[config.mk]
export PLATFORM = sky130hd
export DESIGN_NAME = oxygen_sensor_line_parser_core_flat
export DESIGN_NICKNAME = d
export VERILOG_FILES = /design/src/design/olp_pkg.sv /design/src/design/olp_in_if.sv /design/src/design/olp_out_if.sv /design/src/design/olp_front.sv /design/src/design/olp_fifo.sv /design/src/design/olp_back.sv /design/src/design/oxygen_sensor_line_parser_core.sv /design/src/flat_wrapper.sv
export VERILOG_INCLUDE_DIRS = /design/src /design/src/design
export SDC_FILE = /design/constraint.sdc
export NUM_CORES = 1
export LEC_CHECK = 0
export ABC_AREA = 1
export BUFFER_PORTS_ARGS = -buffer_cell sky130_fd_sc_hd__clkbuf_2
export CORE_MARGIN = 2
export CORE_UTILIZATION = 57
export DETAILED_ROUTE_END_ITERATION = 8
export PLACE_DENSITY = 0.78
export SLEW_MARGIN = 20
export SYNTH_ARGS = -nofsm -noshare
export SYNTH_HDL_FRONTEND = slang
export SYNTH_SLANG_ARGS = --single-unit
[constraint.sdc]
create_clock -name clk -period 4.4 [get_ports clk]
set_clock_uncertainty 0.05 [all_clocks]
set_input_delay 0.66 -clock clk [delete_from_list [all_inputs] [get_ports clk]]
set_output_delay 0.66 -clock clk [all_outputs]
set_load 0.005 [all_outputs]
[src/design/oxygen_sensor_line_parser_core_assert.svh]
// ---------------------------------------------------------------------------
// Assertion macros shared by the oxygen sensor line parser modules.
// ---------------------------------------------------------------------------
`ifndef OXYGEN_SENSOR_LINE_PARSER_CORE_ASSERT_SVH
`define OXYGEN_SENSOR_LINE_PARSER_CORE_ASSERT_SVH

// Property that must hold at every clock edge outside reset
`define OLP_ASSERT(name, clk, rst, prop) \
  name: assert property (@(posedge clk) disable iff (rst) (prop)) \
    else $error("%m: check failed");

// Consequent that must hold in the cycle after the antecedent
`define OLP_ASSERT_NEXT(name, clk, rst, ante, cons) \
  name: assert property (@(posedge clk) disable iff (rst) (ante) |=> (cons)) \
    else $error("%m: check failed");

`endif

[src/design/olp_pkg.sv]
// ---------------------------------------------------------------------------
// olp_pkg
// Types and constants of the oxygen sensor line parser.
// ---------------------------------------------------------------------------
package olp_pkg;

  localparam int QDEPTH = 2;
  localparam int QIDX_W = (QDEPTH > 1) ? $clog2(QDEPTH) : 1;
  localparam int QCNT_W = $clog2(QDEPTH + 1);

  localparam logic [7:0] CHAR_CR    = 8'h0D;
  localparam logic [7:0] CHAR_LF    = 8'h0A;
  localparam logic [7:0] CHAR_ZERO  = 8'h30;
  localparam logic [7:0] CHAR_NINE  = 8'h39;
  localparam logic [7:0] CHAR_MINUS = 8'h2D;

  localparam logic [5:0] POS_MAX = 6'd63;

  // Last line position of each field
  localparam logic [5:0] LAST_PPO2 = 6'd7;
  localparam logic [5:0] LAST_TEMP = 6'd15;
  localparam logic [5:0] LAST_PRES = 6'd22;
  localparam logic [5:0] LAST_PCT  = 6'd31;

  typedef enum logic [1:0] {
    KIND_DIGIT,
    KIND_SIGN,
    KIND_EOL
  } kind_t;

  typedef enum logic [1:0] {
    FIELD_PPO2,
    FIELD_TEMP,
    FIELD_PRES,
    FIELD_PCT
  } field_t;

  typedef struct packed {
    kind_t       kind;
    field_t      field;
    logic        is_digit;
    logic [3:0]  digit;
    logic        neg;
    logic [5:0]  pos;
  } entry_t;

  typedef struct packed {
    logic   push;
    entry_t entry;
  } q_wr_t;

  typedef struct packed {
    logic   valid;
    logic   full;
    entry_t entry;
  } q_rd_t;

endpackage

[src/design/olp_in_if.sv]
// ---------------------------------------------------------------------------
// olp_in_if
// Byte channel from the sensor UART.
// ---------------------------------------------------------------------------
interface olp_in_if;
  logic       valid;
  logic       ready;
  logic [7:0] rx_byte;

  modport source (output valid, output rx_byte, input ready);
  modport sink   (input valid, input rx_byte, output ready);
endinterface

[src/design/olp_out_if.sv]
// ---------------------------------------------------------------------------
// olp_out_if
// Result channel carrying one parsed sensor line.
// ---------------------------------------------------------------------------
interface olp_out_if;
  logic               valid;
  logic               ready;
  logic        [19:0] oxygen_partial_pressure;
  logic signed [14:0] temperature_scaled;
  logic        [23:0] pressure_scaled;
  logic        [13:0] oxygen_percent_hundredths;
  logic               fields_clean;

  modport source (output valid, output oxygen_partial_pressure, output temperature_scaled,
                  output pressure_scaled, output oxygen_percent_hundredths,
                  output fields_clean, input ready);
  modport sink   (input valid, input oxygen_partial_pressure, input temperature_scaled,
                  input pressure_scaled, input oxygen_percent_hundredths,
                  input fields_clean, output ready);
endinterface

[src/design/olp_front.sv]
// ---------------------------------------------------------------------------
// olp_front
// Tracks the line position and turns each byte that matters into a queue
// entry: field digit, sign character or end of line.
// ---------------------------------------------------------------------------
module olp_front
  import olp_pkg::*;
(
  input  logic       clk,
  input  logic       rst,
  olp_in_if.sink     rx,
  input  logic       full,
  output q_wr_t      wr
);

  logic [5:0] pos;
  logic [5:0] pos_next;
  logic       accept;
  logic       is_cr;
  logic       skip_lf;
  logic       take;
  kind_t      kind;
  field_t     field;

  assign rx.ready = !full;
  assign accept   = rx.valid && rx.ready;
  assign is_cr    = (rx.rx_byte == CHAR_CR);
  assign skip_lf  = (rx.rx_byte == CHAR_LF) && (pos == 6'd0);

  // Map the position to the field it feeds
  always_comb begin
    take  = 1'b1;
    kind  = KIND_DIGIT;
    field = FIELD_PPO2;
    case (pos)
      6'd2, 6'd3, 6'd4, 6'd5, 6'd7: field = FIELD_PPO2;
      6'd11: kind = KIND_SIGN;
      6'd12, 6'd13, 6'd15: field = FIELD_TEMP;
      6'd19, 6'd20, 6'd21, 6'd22: field = FIELD_PRES;
      6'd27, 6'd28, 6'd30, 6'd31: field = FIELD_PCT;
      default: take = 1'b0;
    endcase
  end

  // Build the entry for this byte
  always_comb begin
    wr.entry.kind     = is_cr ? KIND_EOL : kind;
    wr.entry.field    = field;
    wr.entry.is_digit = (rx.rx_byte >= CHAR_ZERO) && (rx.rx_byte <= CHAR_NINE);
    wr.entry.digit    = rx.rx_byte[3:0];
    wr.entry.neg      = (rx.rx_byte == CHAR_MINUS);
    wr.entry.pos      = pos;
    wr.push           = accept && (is_cr || (take && !skip_lf));
  end

  // Advance the position up to POS_MAX, restart it on CR
  always_comb begin
    pos_next = pos;
    if (accept) begin
      if (is_cr) begin
        pos_next = 6'd0;
      end else if (!skip_lf && pos != POS_MAX) begin
        pos_next = pos + 6'd1;
      end
    end
  end

  always_ff @(posedge clk) begin
    if (rst) begin
      pos <= 6'd0;
    end else begin
      pos <= pos_next;
    end
  end

endmodule

[src/design/olp_fifo.sv]
// ---------------------------------------------------------------------------
// olp_fifo
// Short queue of classified entries between the front and the back.
// ---------------------------------------------------------------------------
`include "oxygen_sensor_line_parser_core_assert.svh"

module olp_fifo
  import olp_pkg::*;
(
  input  logic  clk,
  input  logic  rst,
  input  q_wr_t wr,
  input  logic  pop,
  output q_rd_t rd
);

  entry_t            mem [QDEPTH];
  logic [QIDX_W-1:0] wr_ptr;
  logic [QIDX_W-1:0] rd_ptr;
  logic [QCNT_W-1:0] count;

  assign rd.valid = (count != '0);
  assign rd.full  = (count == QCNT_W'(QDEPTH));
  assign rd.entry = mem[rd_ptr];

  // Store the pushed entry
  always_ff @(posedge clk) begin
    if (wr.push) begin
      mem[wr_ptr] <= wr.entry;
    end
  end

  // Move the pointers and the fill count
  always_ff @(posedge clk) begin
    if (rst) begin
      wr_ptr <= '0;
      rd_ptr <= '0;
      count  <= '0;
    end else begin
      if (wr.push) begin
        wr_ptr <= (wr_ptr == QIDX_W'(QDEPTH - 1)) ? '0 : wr_ptr + QIDX_W'(1);
      end
      if (pop) begin
        rd_ptr <= (rd_ptr == QIDX_W'(QDEPTH - 1)) ? '0 : rd_ptr + QIDX_W'(1);
      end
      count <= count + QCNT_W'(wr.push) - QCNT_W'(pop);
    end
  end

  `OLP_ASSERT(a_no_overflow, clk, rst, !(wr.push && rd.full))
  `OLP_ASSERT(a_no_underflow, clk, rst, !(pop && !rd.valid))
  `OLP_ASSERT_NEXT(a_push_shows, clk, rst, wr.push && !pop, rd.valid)

endmodule

[src/design/olp_back.sv]
// ---------------------------------------------------------------------------
// olp_back
// Gathers field digits from the queue and, at end of line, scales the
// fields into the output register.
// ---------------------------------------------------------------------------
`include "oxygen_sensor_line_parser_core_assert.svh"

module olp_back
  import olp_pkg::*;
(
  input  logic     clk,
  input  logic     rst,
  input  q_rd_t    rd,
  output logic     pop,
  olp_out_if.source tx
);

  logic [19:0] acc_ppo2;
  logic [13:0] acc_temp;
  logic [23:0] acc_pres;
  logic [13:0] acc_pct;
  logic [3:0]  stopped;
  logic        neg;
  logic        out_valid;

  logic [19:0] acc_ppo2_next;
  logic [13:0] acc_temp_next;
  logic [23:0] acc_pres_next;
  logic [13:0] acc_pct_next;
  logic [3:0]  stopped_next;
  logic        neg_next;

  logic        eol_pop;
  logic        live;
  logic [3:0]  d;
  logic [19:0] fin_ppo2;
  logic [14:0] fin_temp;
  logic [23:0] fin_pres;
  logic [13:0] fin_pct;
  logic [3:0]  dirty;

  // Take an entry unless an end of line waits on a full output register
  assign pop     = rd.valid && (rd.entry.kind != KIND_EOL || !out_valid || tx.ready);
  assign eol_pop = pop && (rd.entry.kind == KIND_EOL);
  assign d       = rd.entry.digit;
  assign live    = !stopped[rd.entry.field];

  // Accumulate digits, stop a field at its first non-digit, latch the sign, clear all at end of line
  always_comb begin
    acc_ppo2_next = acc_ppo2;
    acc_temp_next = acc_temp;
    acc_pres_next = acc_pres;
    acc_pct_next  = acc_pct;
    stopped_next  = stopped;
    neg_next      = neg;
    if (eol_pop) begin
      acc_ppo2_next = '0;
      acc_temp_next = '0;
      acc_pres_next = '0;
      acc_pct_next  = '0;
      stopped_next  = '0;
      neg_next      = 1'b0;
    end else if (pop && rd.entry.kind == KIND_SIGN) begin
      neg_next = rd.entry.neg;
    end else if (pop && rd.entry.kind == KIND_DIGIT && live) begin
      if (!rd.entry.is_digit) begin
        stopped_next[rd.entry.field] = 1'b1;
      end else begin
        case (rd.entry.field)
          FIELD_PPO2: acc_ppo2_next = (acc_ppo2 << 3) + (acc_ppo2 << 1) + 20'(d);
          FIELD_TEMP: acc_temp_next = (acc_temp << 3) + (acc_temp << 1) + 14'(d);
          FIELD_PRES: acc_pres_next = (acc_pres << 3) + (acc_pres << 1) + 24'(d);
          FIELD_PCT:  acc_pct_next  = (acc_pct << 3) + (acc_pct << 1) + 14'(d);
          default:    acc_ppo2_next = acc_ppo2;
        endcase
      end
    end
  end

  // Scale the finished ppO2, temperature and pressure fields; leave short or broken ones unscaled
  always_comb begin
    dirty[0] = stopped[0] || (rd.entry.pos <= LAST_PPO2);
    dirty[1] = stopped[1] || (rd.entry.pos <= LAST_TEMP);
    dirty[2] = stopped[2] || (rd.entry.pos <= LAST_PRES);
    dirty[3] = stopped[3] || (rd.entry.pos <= LAST_PCT);
    fin_ppo2 = dirty[0] ? acc_ppo2 : 20'(acc_ppo2 * 20'd100);
    fin_temp = dirty[1] ? {1'b0, acc_temp} : 15'({1'b0, acc_temp} * 15'd10);
    fin_pres = dirty[2] ? acc_pres : 24'(acc_pres * 24'd1000);
    fin_pct  = acc_pct;
  end

  always_ff @(posedge clk) begin
    if (rst) begin
      acc_ppo2  <= '0;
      acc_temp  <= '0;
      acc_pres  <= '0;
      acc_pct   <= '0;
      stopped   <= '0;
      neg       <= 1'b0;
      out_valid <= 1'b0;
    end else begin
      acc_ppo2 <= acc_ppo2_next;
      acc_temp <= acc_temp_next;
      acc_pres <= acc_pres_next;
      acc_pct  <= acc_pct_next;
      stopped  <= stopped_next;
      neg      <= neg_next;
      if (eol_pop) begin
        out_valid <= 1'b1;
      end else if (tx.ready) begin
        out_valid <= 1'b0;
      end
    end
  end

  // Load the output register at end of line
  always_ff @(posedge clk) begin
    if (eol_pop) begin
      tx.oxygen_partial_pressure   <= fin_ppo2;
      tx.temperature_scaled        <= neg ? $signed(15'(-fin_temp)) : $signed(fin_temp);
      tx.pressure_scaled           <= fin_pres;
      tx.oxygen_percent_hundredths <= fin_pct;
      tx.fields_clean              <= (dirty == 4'b0000);
    end
  end

  assign tx.valid = out_valid;

  `OLP_ASSERT_NEXT(a_eol_loads, clk, rst, eol_pop, out_valid)
  `OLP_ASSERT_NEXT(a_eol_clears, clk, rst, eol_pop,
    stopped == 4'b0000 && !neg && acc_ppo2 == '0 && acc_pres == '0)
  `OLP_ASSERT(a_valid_from_eol, clk, rst, $rose(out_valid) |-> $past(eol_pop))

endmodule

[src/design/oxygen_sensor_line_parser_core.sv]
// ---------------------------------------------------------------------------
// oxygen_sensor_line_parser_core
// Parses the sensor's ASCII status line into four scaled values.
// ---------------------------------------------------------------------------
// Use:
//   rx carries one UART byte per beat; tx carries one result beat per line,
//   given when CR arrives: ppO2 times 100, temperature times 10 (signed),
//   pressure times 1000, oxygen percent in hundredths and a clean flag.
//   Bytes other than CR give no result beat.
// Timing:
//   One byte is taken every cycle while the queue is not full. The front
//   classifies a byte by its line position and queues it in a two-entry
//   queue; the back then pops it and updates the digit accumulators. A
//   result beat appears once its CR has passed the queue and the output
//   register is loaded with the scaled fields.
// Stall:
//   While a result beat waits on tx, digit entries still drain; a second CR
//   waits at the queue head, and rx.ready drops only once the queue fills.
// Reset:
//   rst (synchronous) empties the queue, clears the output valid, the line
//   position and all accumulators; no clearing pass follows.
// ---------------------------------------------------------------------------
module oxygen_sensor_line_parser_core
  import olp_pkg::*;
(
  input  logic      clk,
  input  logic      rst,
  olp_in_if.sink    rx,
  olp_out_if.source tx
);

  q_wr_t wr;
  q_rd_t rd;
  logic  pop;

  olp_front u_front (
    .clk  (clk),
    .rst  (rst),
    .rx   (rx),
    .full (rd.full),
    .wr   (wr)
  );

  olp_fifo u_fifo (
    .clk (clk),
    .rst (rst),
    .wr  (wr),
    .pop (pop),
    .rd  (rd)
  );

  olp_back u_back (
    .clk (clk),
    .rst (rst),
    .rd  (rd),
    .pop (pop),
    .tx  (tx)
  );

endmodule
[src/flat_wrapper.sv]
// flat-port wrapper written by rule: the top's interface ports become plain ports
module oxygen_sensor_line_parser_core_flat import olp_pkg::*;
  (clk, rst, rx_valid, rx_rx_byte, rx_ready, tx_valid, tx_oxygen_partial_pressure, tx_temperature_scaled, tx_pressure_scaled, tx_oxygen_percent_hundredths, tx_fields_clean, tx_ready);
  olp_in_if rx_i ();
  olp_out_if tx_i ();
  input  logic clk;
  input  logic rst;
  input wire logic [$bits(rx_i.valid)-1:0] rx_valid;
  input wire logic [$bits(rx_i.rx_byte)-1:0] rx_rx_byte;
  output wire logic [$bits(rx_i.ready)-1:0] rx_ready;
  output wire logic [$bits(tx_i.valid)-1:0] tx_valid;
  output wire logic [$bits(tx_i.oxygen_partial_pressure)-1:0] tx_oxygen_partial_pressure;
  output wire logic [$bits(tx_i.temperature_scaled)-1:0] tx_temperature_scaled;
  output wire logic [$bits(tx_i.pressure_scaled)-1:0] tx_pressure_scaled;
  output wire logic [$bits(tx_i.oxygen_percent_hundredths)-1:0] tx_oxygen_percent_hundredths;
  output wire logic [$bits(tx_i.fields_clean)-1:0] tx_fields_clean;
  input wire logic [$bits(tx_i.ready)-1:0] tx_ready;
  assign rx_i.valid = rx_valid;
  assign rx_i.rx_byte = rx_rx_byte;
  assign rx_ready = rx_i.ready;
  assign tx_valid = tx_i.valid;
  assign tx_oxygen_partial_pressure = tx_i.oxygen_partial_pressure;
  assign tx_temperature_scaled = tx_i.temperature_scaled;
  assign tx_pressure_scaled = tx_i.pressure_scaled;
  assign tx_oxygen_percent_hundredths = tx_i.oxygen_percent_hundredths;
  assign tx_fields_clean = tx_i.fields_clean;
  assign tx_i.ready = tx_ready;
  oxygen_sensor_line_parser_core u_core (.clk(clk), .rst(rst), .rx(rx_i), .tx(tx_i));
endmodule
==> results.json <==
{
  "status": "completed",
  "dp_hpwl_um": 29200,
  "holdPathEnd": "u_core.u_fifo.count[0]$_SDFF_PP0_",
  "n_antenna_cell": 0,
  "power_density_nw_per_um2": 325,
  "drive_gt1_frac": 0.112,
  "leakage_uw": 0.00890,
  "cp.required_ps": 4540,
  "tns_ps": 0,
  "rsz0062_at_grt": "yes",
  "ctsHoldBuffers": 0,
  "synthArstFlopShare": 0,
  "crit_chain": "inv_1 -> fa_1 -> fa_1 -> fa_1 -> fa_1 -> inv_1 -> ha_1 -> nand2_1 -> inv_1 -> nand2_1 -> nand2_1 -> nand2_1 -> nand3_1 -> or2_2 -> nand3_1 -> o21ai_0",
  "critPathTopFamily": "adder cells",
  "grt_overflow": 0,
  "final_hold_viol_count": 0,
  "die_x_um": 174,
  "relSlewSlack": 0.424,
  "root_buffer": "clkbuf_16",
  "critPathLaunch": "u_core.u_back.acc_pres[4]$_SDFFE_PP0P_",
  "num-fill-cells": 2428,
  "hold_class": "primary input to flop",
  "slowest_delay_ps": 560,
  "synth_area_um2": 16400,
  "grt_pass1_vias": 13400,
  "ys_top_cells_by_area": "edfxtp_1 19%, ha_1 16%, dfxtp_1 11%",
  "h-tree-depth": 4,
  "insertion_delay_ps": 450,
  "clk_pin_slew_worst_paths_ps": 90,
  "core-area_um2": 28500,
  "r2r-start": "u_core.u_back.acc_pres[4]$_SDFFE_PP0P_",
  "gp_congestion": 0.889,
  "worstPathArrival_ps": 4370,
  "track_usage": 0.254,
  "ant_nets": 0,
  "portBuffers": 87,
  "grt_max_degree": 46,
  "slew_violations": 0,
  "ios": 88,
  "min_path_cells": 2,
  "criticalPathCategory": "flop to flop",
  "period_minus_slack_ps": 4230,
  "tritoncts": "yes",
  "finalHoldWorstSlack_ps": 368,
  "syn_nets": 2317,
  "crit_fanout": 5,
  "area_delta_synth_final_pct": 10.9,
  "post-synth-top-area-cell": "edfxtp_1",
  "numClockSinks": 195,
  "drc": 0,
  "reg2reg_depth": 16,
  "vias_per_cell": 5.46,
  "wl_per_cell_um": 15.0,
  "ys_ff_latch": 195,
  "reg2reg_setup_slack_ps": 170,
  "drt-initial-drc-count": 828,
  "grt_pass1_wl_um": 63100,
  "placed_area_um2": 17400,
  "cp-start-kind": "flop",
  "die-area_um2": 30100,
  "end_kind": "flop",
  "synth-warning-count": 0,
  "drtPass1Iterations": 5,
  "post-route-period-util": 0.962,
  "initial_core_util": 0.574,
  "syn_avg_cell_area_um2": 8.15,
  "route.vias.total": 13800,
  "clock_tree.buffer_depth": 2,
  "tightest_slew_ps": 863,
  "nNetsFinal": 2431,
  "cts_buffers": 17,
  "min_from": "rst",
  "cp_slowest_cell": "fa_1",
  "drt-total-wl_um": 37900,
  "row_count": 62,
  "synth_edf_count": 106,
  "maxCapViolations": 0,
  "synthCells": 2013,
  "antenna_found_initial": 0,
  "critical_path_buf_inv_count": 3,
  "die_h_um": 174,
  "rr_endpoint": "u_core.u_back.tx.pressure_scaled[17]$_DFFE_PP_",
  "max_freq_mhz": 236,
  "fin_area_um2": 18200,
  "ys_seq_area_frac": 0.303,
  "synthFlopType": "edfxtp_1",
  "ir_worst_vdd_uv": 339,
  "utilization": 0.637,
  "synth_cell_type_count": 53,
  "synth_top_area_share": 0.194,
  "setup_violations": 0
}
## power breakdown
group          internal (uW)  switching, uW  total, uW  leakage [uW]
combinational            678           1260       1940       0.00688
sequential              2210            126       2340       0.00173
clock                    776            846       1620      0.000293
total                   3670           2240       5910       0.00890
## cell families after synthesis
| group | Yosys count | share of synthesized area |
|---|---|---|
| compound gates | 366 | 0.120 |
| xor+xnor | 76 | 0.0406 |
| fa+ha+maj | 292 | 0.259 |
| buf+inv | 371 | 0.0882 |
| flops | 195 | 0.303 |
| mux | 1 | 0.000610 |
| simple gates | 712 | 0.188 |
## repair_timing
action / 4_1_cts / 5_1_grt
setup endpoints to repair: 1 / 10
cloned: 0 / 0
resized for setup: 1 / 46
pin swaps: 0 / 2
setup buffers: 0 / 2
## flip-flops by register name, summed over array words and instances, names as in the netlist, 15 cells and up, named ones only
name                                      count
u_core.u_back.acc_pres                       24
u_core.u_back.acc_ppo2                       20
u_core.u_back.tx.temperature_scaled          15
u_core.u_back.tx.pressure_scaled             24
u_core.u_fifo.mem                            32
u_core.u_back.tx.oxygen_partial_pressure     20
## cell usage in the layout (no fill, tap or decap), types with 81 or more instances in the layout
cell type    n
nand2_1    391
clkbuf_2    87
dfxtp_1     81
nor2_1     110
inv_1      323
nand3_1    118
a21oi_1    164
ha_1       206
o21ai_0    125
edfxtp_1   106
## worst register-to-register path, stage by stage (launching register included)
cell and delay [ps]:
dfxtp_1 320, inv_1 180, fa_1 500, fa_1 560
fa_1 450, fa_1 520, inv_1 40, ha_1 350
nand2_1 220, inv_1 90, nand2_1 70, nand2_1 50
nand2_1 60, nand3_1 70, or2_2 270, nand3_1 60
o21ai_0 100
## worst max path at each step
stage,slack (ps),cells after the start,end
final,170,16,u_core.u_back.tx.pressure_scaled[17]$_DFFE_PP_
after global routing,-30,16,u_core.u_back.tx.pressure_scaled[17]$_DFFE_PP_
after CTS,10,16,u_core.u_back.tx.pressure_scaled[23]$_DFFE_PP_
after detailed placement,-8,16,u_core.u_back.tx.pressure_scaled[21]$_DFFE_PP_
after global placement,100,14,u_core.u_back.tx.pressure_scaled[23]$_DFFE_PP_
after floorplan,160,14,u_core.u_back.tx.pressure_scaled[16]$_DFFE_PP_
## per-layer routing
metal | wire (um) | track usage | vias up | part of all wire
met4 | 681 | 0.0693 | 0 | 0.018
met1 | 17100 | 0.330 | 6486 | 0.45
met3 | 1770 | 0.0432 | 59 | 0.047
li1 | - | - | 6881 | -
met2 | 18300 | 0.439 | 348 | 0.48
met5 | 0 | 0 | - | 0
## synth_stat cells, types with 14 or more instances
master,number
xor2_1,50
nor2_1,114
nand3_1,118
o21ai_0,132
a21oi_1,170
nand4_1,23
nor3_1,17
fa_1,80
nand2_1,393
ha_1,212
xnor2_1,26
dfxtp_1,89
edfxtp_1,106
inv_1,331
buf_2,14
## layout make-up
class,count,area (um2),area share
Clock buffer,17,425,0.0234
Clock inverter,15,185,0.0102
Inverter,338,1280,0.0702
Multi-Input combinational cell,1447,10100,0.555
Sequential cell,195,4980,0.274
Tap cell,384,480,0.0264
Timing Repair Buffer,128,756,0.0415
## metrics by stage
step                      total power (uW)  std cells  setup WS [ps]
final                                 5910       2524            169
after global routing                  6280       2524          -27.5
after CTS                             5920       2522           11.9
after detailed placement              4300       2490          -7.99
after global placement                4230       2490           96.2
after floorplan                       3710       2013            157
No activity file was read; power rests on OpenSTA's default activity.
